$ cat config.mk
export PLATFORM = sky130hd
export DESIGN_NAME = group_median_mean_stdev
export DESIGN_NICKNAME = d
export VERILOG_FILES = /design/src/rtl/gmms_pkg.sv /design/src/rtl/gmms_divsqrt.sv /design/src/rtl/group_median_mean_stdev.sv
export SDC_FILE = /design/constraint.sdc
export NUM_CORES = 2
export LEC_CHECK = 0
export BUFFER_PORTS_ARGS = -buffer_cell sky130_fd_sc_hd__clkbuf_2
export CAP_MARGIN = 10
export CORE_AREA = 5 5 436 438
export CTS_BUF_LIST = sky130_fd_sc_hd__clkbuf_8
export DETAILED_ROUTE_END_ITERATION = 10
export DIE_AREA = 0 0 441 443
export PLACE_DENSITY = 0.79
export SYNTH_ARGS = -nofsm -noshare
export SYNTH_HDL_FRONTEND = slang
export SYNTH_HIERARCHICAL = 1
export SYNTH_SLANG_ARGS = --single-unit
$ cat constraint.sdc
create_clock -name clock -period 12 [get_ports clock]
set_input_delay 0.6 -clock clock [delete_from_list [all_inputs] [get_ports clock]]
set_output_delay 0.6 -clock clock [all_outputs]
set_load 0.01 [all_outputs]
$ cat src/rtl/gmms_pkg.sv
// shared types for the group median, mean and deviation block
`default_nettype none

package gmms_pkg;

   // sequencer states of the top level
   typedef enum logic [3:0] {
      S_IDLE,
      S_START,
      S_MED_RDI,
      S_MED_LDI,
      S_MED_RDJ,
      S_MED_CMP,
      S_MUL,
      S_MEAN,
      S_MEAN_WAIT,
      S_VAR,
      S_VAR_WAIT,
      S_ROOT,
      S_ROOT_WAIT,
      S_FIN
   } gmms_state_type;

   // command to the shared divide / square root unit
   typedef struct packed {
      logic start;
      logic root;
   } gmms_cmd_type;

endpackage

`default_nettype wire

$ cat src/rtl/gmms_divsqrt.sv
// shared iterative unit: restoring divide and digit-by-digit square root
`default_nettype none

module gmms_divsqrt
   import gmms_pkg::*;
#(
   parameter int NUM_W = 64,
   parameter int DIV_W = 14
) (
   input  wire logic               clock,
   input  wire logic               reset,
   input  wire gmms_cmd_type       cmd,
   input  wire logic [NUM_W-1:0]   num,
   input  wire logic [DIV_W-1:0]   divisor,
   output logic                    done,
   output logic [NUM_W-1:0]        result
);

   localparam int HALF_W = NUM_W / 2;
   localparam int REM_W  = (DIV_W > HALF_W + 1) ? DIV_W : HALF_W + 1;
   localparam int X_W    = REM_W + 2;
   localparam int CNT_W  = $clog2(NUM_W + 1);

   logic [NUM_W-1:0] num_ff, num_in;
   logic [NUM_W-1:0] res_ff, res_in;
   logic [REM_W-1:0] rem_ff, rem_in;
   logic [DIV_W-1:0] div_ff, div_in;
   logic [CNT_W-1:0] cnt_ff, cnt_in;
   logic             root_ff, root_in;
   logic             busy_ff, busy_in;
   logic             done_ff, done_in;

   logic [X_W-1:0]   alu_a, alu_b;
   logic [X_W:0]     alu_diff;
   logic             alu_ok;

   // the one subtract-compare shared by both operations
   always_comb begin
      if (root_ff) begin
         alu_a = {rem_ff, num_ff[NUM_W-1 -: 2]};
         alu_b = X_W'({res_ff, 2'b01});
      end else begin
         alu_a = {1'b0, rem_ff, num_ff[NUM_W-1]};
         alu_b = X_W'(div_ff);
      end
      alu_diff = {1'b0, alu_a} - {1'b0, alu_b};
      alu_ok   = !alu_diff[X_W];
   end

   always_comb begin
      num_in  = num_ff;
      res_in  = res_ff;
      rem_in  = rem_ff;
      div_in  = div_ff;
      cnt_in  = cnt_ff;
      root_in = root_ff;
      busy_in = busy_ff;
      done_in = 1'b0;
      if (cmd.start) begin
         num_in  = num;
         div_in  = divisor;
         res_in  = '0;
         rem_in  = '0;
         root_in = cmd.root;
         cnt_in  = cmd.root ? CNT_W'(HALF_W) : CNT_W'(NUM_W);
         busy_in = 1'b1;
      end else if (busy_ff) begin
         rem_in = alu_ok ? alu_diff[REM_W-1:0] : alu_a[REM_W-1:0];
         res_in = {res_ff[NUM_W-2:0], alu_ok};
         num_in = root_ff ? {num_ff[NUM_W-3:0], 2'b00} : {num_ff[NUM_W-2:0], 1'b0};
         cnt_in = cnt_ff - CNT_W'(1);
         if (cnt_ff == CNT_W'(1)) begin
            busy_in = 1'b0;
            done_in = 1'b1;
         end
      end
   end

   always_ff @(posedge clock) begin
      num_ff  <= num_in;
      res_ff  <= res_in;
      rem_ff  <= rem_in;
      div_ff  <= div_in;
      cnt_ff  <= cnt_in;
      root_ff <= root_in;
      if (reset) begin
         busy_ff <= 1'b0;
         done_ff <= 1'b0;
      end else begin
         busy_ff <= busy_in;
         done_ff <= done_in;
      end
   end

   assign done   = done_ff;
   assign result = res_ff;

endmodule

`default_nettype wire

$ cat src/rtl/group_median_mean_stdev.sv
// top level: median, mean and sample standard deviation over one group of counts
`default_nettype none

// channel  dir  handshake            words
// req      in   req_valid/req_stall  count_value, has_value, last
// rsp      out  rsp_valid/rsp_stall  group_empty, median_halves, mean_q8, stdev_q8
//
// loading takes one word per cycle while req_stall is low; req_stall is high from the
// closing word until the result sits in the output register. closing a non-empty group
// runs rank counting over the value memory, then the mean divide, then (for more than one
// value) the variance divide and root, all through one shared divide / square root unit.
// reset is synchronous; a waiting result does not block loading of the next group.

module group_median_mean_stdev
   import gmms_pkg::*;
#(
   parameter int MAX_ITEMS  = 64,
   parameter int VALUE_BITS = 16
) (
   input  wire logic        clock,
   input  wire logic        reset,
   input  wire logic        req_valid,
   output logic             req_stall,
   input  wire logic [15:0] req_count_value,
   input  wire logic        req_has_value,
   input  wire logic        req_last,
   output logic             rsp_valid,
   input  wire logic        rsp_stall,
   output logic             rsp_group_empty,
   output logic [16:0]      rsp_median_halves,
   output logic [23:0]      rsp_mean_q8,
   output logic [23:0]      rsp_stdev_q8
);

   // stored value width: the count port carries 16 bits at most
   localparam int SW     = (VALUE_BITS < 16) ? VALUE_BITS : 16;
   localparam int CNT_W  = $clog2(MAX_ITEMS + 1);
   localparam int ADDR_W = (MAX_ITEMS > 1) ? $clog2(MAX_ITEMS) : 1;
   localparam int SUM_W  = SW + CNT_W;
   localparam int SQ_W   = 2 * SW + CNT_W;
   localparam int D_W    = SQ_W + CNT_W;
   localparam int DEN_W  = 2 * CNT_W;
   localparam int NUM_W  = D_W + 16 + ((D_W + 16) % 2);

   gmms_state_type state_ff, state_in;

   // group accumulators
   logic [CNT_W-1:0]  cnt_ff, cnt_in;
   logic [SUM_W-1:0]  sum_ff, sum_in;
   logic [SQ_W-1:0]   sq_ff, sq_in;

   // rank counting for the median
   logic [ADDR_W-1:0] i_ff, i_in;
   logic [ADDR_W-1:0] j_ff, j_in;
   logic [CNT_W-1:0]  rank_ff, rank_in;
   logic [SW-1:0]     cand_ff, cand_in;
   logic [SW-1:0]     lo_ff, lo_in;
   logic [SW-1:0]     hi_ff, hi_in;

   // variance terms and results
   logic [D_W-1:0]    prod_a_ff, prod_a_in;
   logic [D_W-1:0]    prod_b_ff, prod_b_in;
   logic [DEN_W-1:0]  den_ff, den_in;
   logic [23:0]       mean_ff, mean_in;
   logic [23:0]       stdev_ff, stdev_in;

   // output register
   logic              rsp_valid_ff, rsp_valid_in;
   logic              rsp_empty_ff, rsp_empty_in;
   logic [16:0]       rsp_median_ff, rsp_median_in;
   logic [23:0]       rsp_mean_ff, rsp_mean_in;
   logic [23:0]       rsp_stdev_ff, rsp_stdev_in;

   // value memory
   logic [SW-1:0]     mem [MAX_ITEMS];
   logic [ADDR_W-1:0] rd_addr;
   logic [SW-1:0]     rdata_ff;

   logic              accept;
   logic              store_en;
   logic [SW-1:0]     v;
   logic [2*SW-1:0]   vsq;
   logic [CNT_W-1:0]  half;
   logic              less;
   logic [CNT_W-1:0]  rank_fin;
   logic [SW:0]       med_sum;

   gmms_cmd_type      unit_cmd;
   logic [NUM_W-1:0]  unit_num;
   logic [DEN_W-1:0]  unit_div;
   logic              unit_done;
   logic [NUM_W-1:0]  unit_res;

   gmms_divsqrt #(
      .NUM_W (NUM_W),
      .DIV_W (DEN_W)
   ) u_divsqrt (
      .clock   (clock),
      .reset   (reset),
      .cmd     (unit_cmd),
      .num     (unit_num),
      .divisor (unit_div),
      .done    (unit_done),
      .result  (unit_res)
   );

   assign req_stall = (state_ff != S_IDLE);
   assign accept    = req_valid && !req_stall;
   assign v         = SW'(req_count_value);
   assign vsq       = (2*SW)'(v) * (2*SW)'(v);
   assign store_en  = accept && req_has_value && (cnt_ff < CNT_W'(MAX_ITEMS));
   assign half      = cnt_ff >> 1;

   // rank of the candidate: smaller values, plus equal ones stored earlier
   assign less     = (rdata_ff < cand_ff) || ((rdata_ff == cand_ff) && (j_ff < i_ff));
   assign rank_fin = rank_ff + CNT_W'(less);
   assign med_sum  = {1'b0, hi_ff} + {1'b0, lo_ff};

   always_comb begin
      state_in      = state_ff;
      cnt_in        = cnt_ff;
      sum_in        = sum_ff;
      sq_in         = sq_ff;
      i_in          = i_ff;
      j_in          = j_ff;
      rank_in       = rank_ff;
      cand_in       = cand_ff;
      lo_in         = lo_ff;
      hi_in         = hi_ff;
      prod_a_in     = prod_a_ff;
      prod_b_in     = prod_b_ff;
      den_in        = den_ff;
      mean_in       = mean_ff;
      stdev_in      = stdev_ff;
      rsp_valid_in  = rsp_valid_ff && rsp_stall;
      rsp_empty_in  = rsp_empty_ff;
      rsp_median_in = rsp_median_ff;
      rsp_mean_in   = rsp_mean_ff;
      rsp_stdev_in  = rsp_stdev_ff;
      rd_addr       = j_ff;
      unit_cmd      = '{start: 1'b0, root: 1'b0};
      unit_num      = NUM_W'({sum_ff, 8'h00});
      unit_div      = DEN_W'(cnt_ff);

      case (state_ff)
         S_IDLE: begin
            if (accept) begin
               if (store_en) begin
                  cnt_in = cnt_ff + CNT_W'(1);
                  sum_in = sum_ff + SUM_W'(v);
                  sq_in  = sq_ff + SQ_W'(vsq);
               end
               if (req_last) begin
                  state_in = S_START;
               end
            end
         end
         S_START: begin
            i_in = '0;
            // an empty group goes straight to the result
            state_in = (cnt_ff == '0) ? S_FIN : S_MED_RDI;
         end
         S_MED_RDI: begin
            rd_addr  = i_ff;
            state_in = S_MED_LDI;
         end
         S_MED_LDI: begin
            cand_in  = rdata_ff;
            j_in     = '0;
            rank_in  = '0;
            state_in = S_MED_RDJ;
         end
         S_MED_RDJ: begin
            state_in = S_MED_CMP;
         end
         S_MED_CMP: begin
            if (CNT_W'(j_ff) == cnt_ff - CNT_W'(1)) begin
               if (rank_fin == half) begin
                  hi_in = cand_ff;
               end
               if (rank_fin == half - CNT_W'(1)) begin
                  lo_in = cand_ff;
               end
               if (CNT_W'(i_ff) == cnt_ff - CNT_W'(1)) begin
                  state_in = S_MUL;
               end else begin
                  i_in     = i_ff + ADDR_W'(1);
                  state_in = S_MED_RDI;
               end
            end else begin
               rank_in  = rank_fin;
               j_in     = j_ff + ADDR_W'(1);
               state_in = S_MED_RDJ;
            end
         end
         S_MUL: begin
            // n * sum of squares, sum squared, and n * (n - 1)
            prod_a_in = D_W'(cnt_ff) * D_W'(sq_ff);
            prod_b_in = D_W'(sum_ff) * D_W'(sum_ff);
            den_in    = DEN_W'(cnt_ff) * DEN_W'(cnt_ff - CNT_W'(1));
            state_in  = S_MEAN;
         end
         S_MEAN: begin
            unit_cmd = '{start: 1'b1, root: 1'b0};
            state_in = S_MEAN_WAIT;
         end
         S_MEAN_WAIT: begin
            if (unit_done) begin
               mean_in  = 24'(unit_res);
               stdev_in = '0;
               state_in = (cnt_ff == CNT_W'(1)) ? S_FIN : S_VAR;
            end
         end
         S_VAR: begin
            // variance scaled by 2^16 so the root carries eight fraction bits
            unit_num = NUM_W'({prod_a_ff - prod_b_ff, 16'h0000});
            unit_div = den_ff;
            unit_cmd = '{start: 1'b1, root: 1'b0};
            state_in = S_VAR_WAIT;
         end
         S_VAR_WAIT: begin
            if (unit_done) begin
               state_in = S_ROOT;
            end
         end
         S_ROOT: begin
            unit_num = unit_res;
            unit_cmd = '{start: 1'b1, root: 1'b1};
            state_in = S_ROOT_WAIT;
         end
         S_ROOT_WAIT: begin
            if (unit_done) begin
               stdev_in = 24'(unit_res);
               state_in = S_FIN;
            end
         end
         S_FIN: begin
            // wait for a free output register, then clear the group
            if (!rsp_valid_ff || !rsp_stall) begin
               rsp_valid_in = 1'b1;
               rsp_empty_in = (cnt_ff == '0);
               if (cnt_ff == '0) begin
                  rsp_median_in = '0;
                  rsp_mean_in   = '0;
                  rsp_stdev_in  = '0;
               end else begin
                  rsp_median_in = cnt_ff[0] ? 17'({hi_ff, 1'b0}) : 17'(med_sum);
                  rsp_mean_in   = mean_ff;
                  rsp_stdev_in  = stdev_ff;
               end
               cnt_in   = '0;
               sum_in   = '0;
               sq_in    = '0;
               state_in = S_IDLE;
            end
         end
         default: begin
            state_in = S_IDLE;
         end
      endcase
   end

   always_ff @(posedge clock) begin
      if (reset) begin
         state_ff     <= S_IDLE;
         cnt_ff       <= '0;
         sum_ff       <= '0;
         sq_ff        <= '0;
         rsp_valid_ff <= 1'b0;
      end else begin
         state_ff     <= state_in;
         cnt_ff       <= cnt_in;
         sum_ff       <= sum_in;
         sq_ff        <= sq_in;
         rsp_valid_ff <= rsp_valid_in;
      end
      i_ff          <= i_in;
      j_ff          <= j_in;
      rank_ff       <= rank_in;
      cand_ff       <= cand_in;
      lo_ff         <= lo_in;
      hi_ff         <= hi_in;
      prod_a_ff     <= prod_a_in;
      prod_b_ff     <= prod_b_in;
      den_ff        <= den_in;
      mean_ff       <= mean_in;
      stdev_ff      <= stdev_in;
      rsp_empty_ff  <= rsp_empty_in;
      rsp_median_ff <= rsp_median_in;
      rsp_mean_ff   <= rsp_mean_in;
      rsp_stdev_ff  <= rsp_stdev_in;
   end

   // value memory: one write port at load, one registered read port
   always_ff @(posedge clock) begin
      if (store_en) begin
         mem[cnt_ff[ADDR_W-1:0]] <= v;
      end
      rdata_ff <= mem[rd_addr];
   end

   assign rsp_valid         = rsp_valid_ff;
   assign rsp_group_empty   = rsp_empty_ff;
   assign rsp_median_halves = rsp_median_ff;
   assign rsp_mean_q8       = rsp_mean_ff;
   assign rsp_stdev_q8      = rsp_stdev_ff;

endmodule

`default_nettype wire
Word level (Yosys, flattened, before mapping)
Memories as Yosys holds them, arrays and structs flattened. A register that Yosys moved wholly into a read port is not among the register bits.
Index checks and enable logic that the tools add are counted.
{"block": "totals", "reg_bits": 540, "ramBits": 1024, "in_bits": 22, "out_inout_bits": 68, "elab_cells": 168, "mem_count": 1}
{"name": "mem", "depth": 64, "width": 16, "read_ports": 1, "rd_ports_with_merged_regs": 1, "write_ports": 1, "line": "group_median_mean_stdev.sv:75", "rtl": "logic [SW-1:0] mem [MAX_ITEMS];"}
{"block": "classes", "addsub": 13, "n_mul": 4, "magnitude_cmp": 3, "n_eq_ne": 30, "mux": 55, "bitwise_logic": 1, "reduce_logical": 31}
{"cell": "two-way mux 62 bit", "n": 3}
{"cell": "case mux 62 bit (2 select lines)", "n": 1}
{"cell": "two-way mux 39 bit", "n": 3}
{"cell": "case mux 39 bit (2 select lines)", "n": 1}
{"cell": "two-way mux 23 bit", "n": 3}
{"cell": "two-way mux 34 bit", "n": 2}
{"cell": "case mux 4 bit (14 select lines)", "n": 1}
{"cell": "two-way mux 24 bit", "n": 2}
{"cell": "case mux 24 bit (2 select lines)", "n": 1}
{"cell": "multiplier 23 x 23 -> 46 bit", "n": 1}
{"cell": "multiplier 7 x 39 -> 46 bit", "n": 1}
{"cell": "case mux 23 bit (2 select lines)", "n": 1}
{"cell": "subtractor 46 bit", "n": 1}
{"cell": "two-way mux 6 bit", "n": 7}
{"cell": "adder 39 x 32 -> 39 bit", "n": 1}
{"cell": "two-way mux 7 bit", "n": 5}
{"cell": "subtractor 34 x 34 -> 35 bit", "n": 1}
{"cell": "multiplier 16 x 16 -> 32 bit", "n": 1}
{"cell": "two-way mux 32 bit", "n": 1}
{"cell": "two-way mux 4 bit", "n": 8}
{"cell": "case mux 7 bit (2 select lines)", "n": 2}
{"cell": "== test 4 bit (second input constant)", "n": 6}
{"cell": "case mux 6 bit (2 select lines)", "n": 2}
{"cell": "adder 23 x 16 -> 23 bit", "n": 1}
{"cell": "41 further kinds", "n": 81}

Longest topological paths before layout
{"block": "logic_depth", "word_depth": 8, "mapped_depth": 29, "ltp_nobuf": 27}

Hierarchy
Netlist, hierarchy kept.
{"module": "group_median_mean_stdev", "instances": 1, "cells_each": 7273, "area_each_um2": 91301.3}
{"module": "gmms_divsqrt", "instances": 1, "cells_each": 993, "area_each_um2": 9932.0}

Least setup slack after synthesis
Ideal clock, no wire load.
{"block": "synth_path", "kind": "flip-flop to flip-flop", "startpoint": "register state_ff[0]", "endpoint": "register den_ff[10] (enable)", "setup_ps": 694, "t_arrival_ps": 7850, "t_required_ps": 11306, "slack_ps": 3456, "path_stages_with_launch": 4, "period_less_slack_ps": 8544, "cell_sequence": "dfxtp_1 -> buf_1 -> clkbuf_1 -> nor3_1"}
{"block": "synth_between", "elab_chain_cells": 1}
{"item": "from (decl)", "line": "group_median_mean_stdev.sv:45", "rtl": "gmms_state_type state_ff, state_in;"}
{"item": "from (signal assigned)", "line": "group_median_mean_stdev.sv:271", "rtl": "state_ff <= state_in;"}
{"item": "== test 4 x 3 -> 1 bit", "line": "group_median_mean_stdev.sv:145", "rtl": "case (state_ff)"}
{"item": "to (signal assigned)", "line": "group_median_mean_stdev.sv:285", "rtl": "den_ff <= den_in;"}
{"item": "to (decl)", "line": "group_median_mean_stdev.sv:63", "rtl": "logic [DEN_W-1:0] den_ff, den_in;"}
No other way between the ends.
A chain may end at the register's enable or synchronous reset.

Worst setup path after layout
{"block": "layout_path", "startpoint": "register sum_ff[3]", "endpoint": "register prod_b_ff[45] (data pin)"}
{"block": "layout_between", "elab_chain_cells": 1}
{"item": "from (decl)", "line": "group_median_mean_stdev.sv:49", "rtl": "logic [SUM_W-1:0] sum_ff, sum_in;"}
{"item": "from (signal assigned)", "line": "group_median_mean_stdev.sv:273", "rtl": "sum_ff <= sum_in;"}
{"item": "multiplier 23 x 23 -> 46 bit", "line": "group_median_mean_stdev.sv:199", "rtl": "prod_b_in = D_W'(sum_ff) * D_W'(sum_ff);"}
{"item": "to (signal assigned)", "line": "group_median_mean_stdev.sv:284", "rtl": "prod_b_ff <= prod_b_in;"}
{"item": "to (decl)", "line": "group_median_mean_stdev.sv:62", "rtl": "logic [D_W-1:0] prod_b_ff, prod_b_in;"}
No other way between the ends.

==> flow_metrics.py <==
metrics = {
    "sta": {
        "slew_viol_final": 0,
        "min_period_ns": 7.98,
        "rsz0062_at_grt": "false",
        "timing.slew.headroom": 0.201,
        "finalCritPeriodShare": 0.665,
        "hold_violations": 0,
        "final-setup-viol-count": 0,
        "tns_ns": 0,
        "worst_pin_slew_ns": 1.20,
        "skew_ns": 0.0908,
        "fmax_mhz": 125,
    },
    "synthesis": {
        "ys_warn_count": 6,
        "synth-edff-count": 1392,
        "yosys.area.top_type": "edfxtp_1",
        "ys_ff_latch": 1578,
        "synth_area_leaders": "edfxtp_1 (41%), fa_1 (16%), ha_1 (6.6%), mux4_2 (5.7%), inv_1 (4.2%)",
        "synth_top_area_frac": 0.413,
        "seq_area_frac_synth": 0.450,
        "syn_area_per_cell_um2": 12.2,
        "synthTopCellsByCount": "edfxtp_1 (1,392), inv_1 (1,143), fa_1 (799), nand2_1 (752), ha_1 (531)",
        "synth_cell_types": 96,
        "async_flop_share": 0,
        "synth_ff_type": "edfxtp_1",
        "synth_cells": 8266,
        "netlist_area_um2": 101000,
        "syn_nets": 9618,
        "yosysMostFrequentCell": "edfxtp_1",
    },
    "power_and_ir_drop": {
        "p_leak_nw": 44.9,
        "p_per_area_nw_per_um2": 168,
        "ir_drop_mv": 0.258,
    },
    "drt": {
        "detail_route.wl_per_cell_um": 21.9,
        "wl_um": 241000,
        "vias": 64000,
        "initialDrtViolationCount": 5861,
        "drc": 0,
        "antenna_left": 0,
        "drt_first_pass_iters": 8,
        "viasPerCell": 5.81,
    },
    "clocking": {
        "root_buffer": "clkbuf_8",
        "cts-resized-gates": 0,
        "cts_tree": "yes",
        "clkLatencyLatePin_ns": 1.01,
        "cts.path.max_buffers": 3,
        "post_cts_buffers": 0,
        "clk_pin_slew_ns": 0.07,
        "cts_made_buffers": 233,
        "cts_sinks": 1578,
        "htree_levels": 4,
    },
    "setup_path": {
        "cp_max_fo": 15,
        "startpoint_type": "flop",
        "crit_required_ns": 12.75,
        "critical_path_arrival_ns": 8.73,
        "end_kind": "flop",
        "path_class": "reg2reg",
    },
    "die": {
        "die_w_um": 441,
        "rows": 159,
        "die_h_um": 443,
        "ioPinCount": 90,
        "fp.coreArea_um2": 186000,
        "start_util": 0.544,
        "die_area_um2": 195000,
    },
    "global_routing": {
        "grt_max_degree": 129,
        "grt_pass1_wl_um": 378000,
        "first_global_vias": 67100,
        "antenna_found_initial": 13,
        "gr-total-overflow": 0,
        "grt.total_usage": 0.248,
    },
    "layout": {
        "fin_area_um2": 109000,
        "final_nets": 9680,
        "drive_above_1_share": 0.105,
        "area_growth_pct": 7.64,
    },
    "hold_path": {
        "hold_class": "in2reg",
    },
    "placement": {
        "dp.final_hpwl_um": 168000,
        "dpl_cell_area_um2": 104000,
        "gp_congestion": 0.908,
        "io_buffers": 89,
    },
    "outcome": {
        "status": "complete, no violations",
    },
    "flow_run": {
        "maxCapViolations": 0,
    },
}
==> flip-flops by register name, summed over array words and instances, names as in the netlist, 6 cells and up <==
name	flops
mem	1024
u_divsqrt/num_ff	62
u_divsqrt/result	62
prod_a_ff	46
prod_b_ff	45
sq_ff	39
u_divsqrt/rem_ff	32
mean_ff	24
rsp_mean_q8	24
rsp_stdev_q8	24
stdev_ff	24
sum_ff	23
rsp_median_halves	17
cand_ff	16
hi_ff	16
lo_ff	16
rdata_ff	16
u_divsqrt/div_ff	14
den_ff	13
cnt_ff	7
rank_ff	7
i_ff	6
j_ff	6
u_divsqrt/cnt_ff	6
==> final cells by class <==
type	count	area (µm²)
Clock inverter	187	1170
Antenna cell	5	12.5
Fill cell	14300	77200
Inverter	1147	4310
Multi-Input combinational cell	5140	49900
Sequential cell	1578	45500
Clock buffer	246	3390
Timing Repair Buffer	228	1560
Tap cell	2495	3120
==> critical path, cell delays in order (launching register included) <==
cell	delay (ns)
dfxtp_1	0.87
nand2_1	0.27
fa_1	0.56
inv_1	0.05
fa_1	0.49
inv_1	0.05
fa_1	0.52
inv_1	0.06
fa_1	0.50
inv_1	0.05
fa_1	0.55
fa_1	0.43
fa_1	0.49
inv_1	0.04
ha_1	0.36
a211oi_1	0.24
nand2_1	0.09
a2111oi_0	0.67
and2_1	0.23
o21ba_2	0.20
o21ai_1	0.15
a2111oi_0	0.46
o21bai_1	0.12
a21oi_1	0.19
xnor2_1	0.08
==> path summary, 6_finish.rpt <==
path,from,endpoint,slack (ns),cells past startpoint
worst max register to register,sum_ff[3],prod_b_ff[45],4.02,24
worst min register to register,rdata_ff[11],cand_ff[11],0.44,0
worst min-delay path,req_count_value[8],mem[53][8],0.16,1
worst max-delay path,sum_ff[3],prod_b_ff[45],4.02,24
==> layer usage <==
layer	wire (µm)	vias to the layer above	global-route usage
li1	-	28600	-
met1	93600	32000	0.327
met2	116000	2848	0.406
met3	19800	560	0.0447
met4	11500	8	0.107
met5	73	-	0
==> cells in the final DEF, fill, tap and decap left out, drive strengths merged, types with 16 or more instances in the layout <==
cell type	count
o21a	40
nand4	34
mux4	256
nand3	86
buf	152
fa	799
a22oi	68
nand2b	50
nor2	414
ha	531
nand2	753
edfxtp	1392
o21bai	28
and3	33
a211oi	104
xnor2	164
mux2	33
clkbuf	319
nor2b	120
a21o	136
nor3	43
a21oi	295
or3	27
o21ai	244
xor2	100
a31oi	26
inv	1240
clkinv	82
a2111oi	16
dfxtp	186
mux2i	236
and2	299
==> cell families after synthesis <==
group                      share of synthesized area
and+or+nand+nor                               0.0890
DFF                                            0.450
buffers and inverters                         0.0594
adders and majority gates                      0.224
AOI/OAI and AO/OA                             0.0715
muxes                                         0.0840
xor gates and xnor gates                      0.0228
==> timing repair <==
| action | CTS | global route |
|---|---|---|
| endpoints found under the hold margin | 17 | 0 |
| hold buffers | 3 | 0 |
| setup endpoints to repair | 0 | 0 |
==> metrics by stage <==
step | hold WS (ns) | util | cells | setup slack [ns] | total power (W)
2_1_floorplan | 0.408 | - | 8266 | 3.46 | 0.0123
3_3_place_gp | 0.425 | 0.560 | 10600 | 3.84 | 0.0138
3_5_place_dp | 0.421 | 0.560 | 10600 | 3.72 | 0.0141
4_1_cts | 0.0578 | 0.585 | 11000 | 4.07 | 0.0183
5_1_grt | 0.0763 | 0.585 | 11000 | 3.61 | 0.0195
6_report | 0.164 | 0.585 | 11000 | 4.02 | 0.0183
==> report_power, final <==
part           internal (W)  switching, W  leakage (nW)
sequential          0.00630      0.000272          14.1
combinational       0.00309       0.00437          28.2
clock               0.00208       0.00215          2.63
Power figures use the tool's default switching activity.
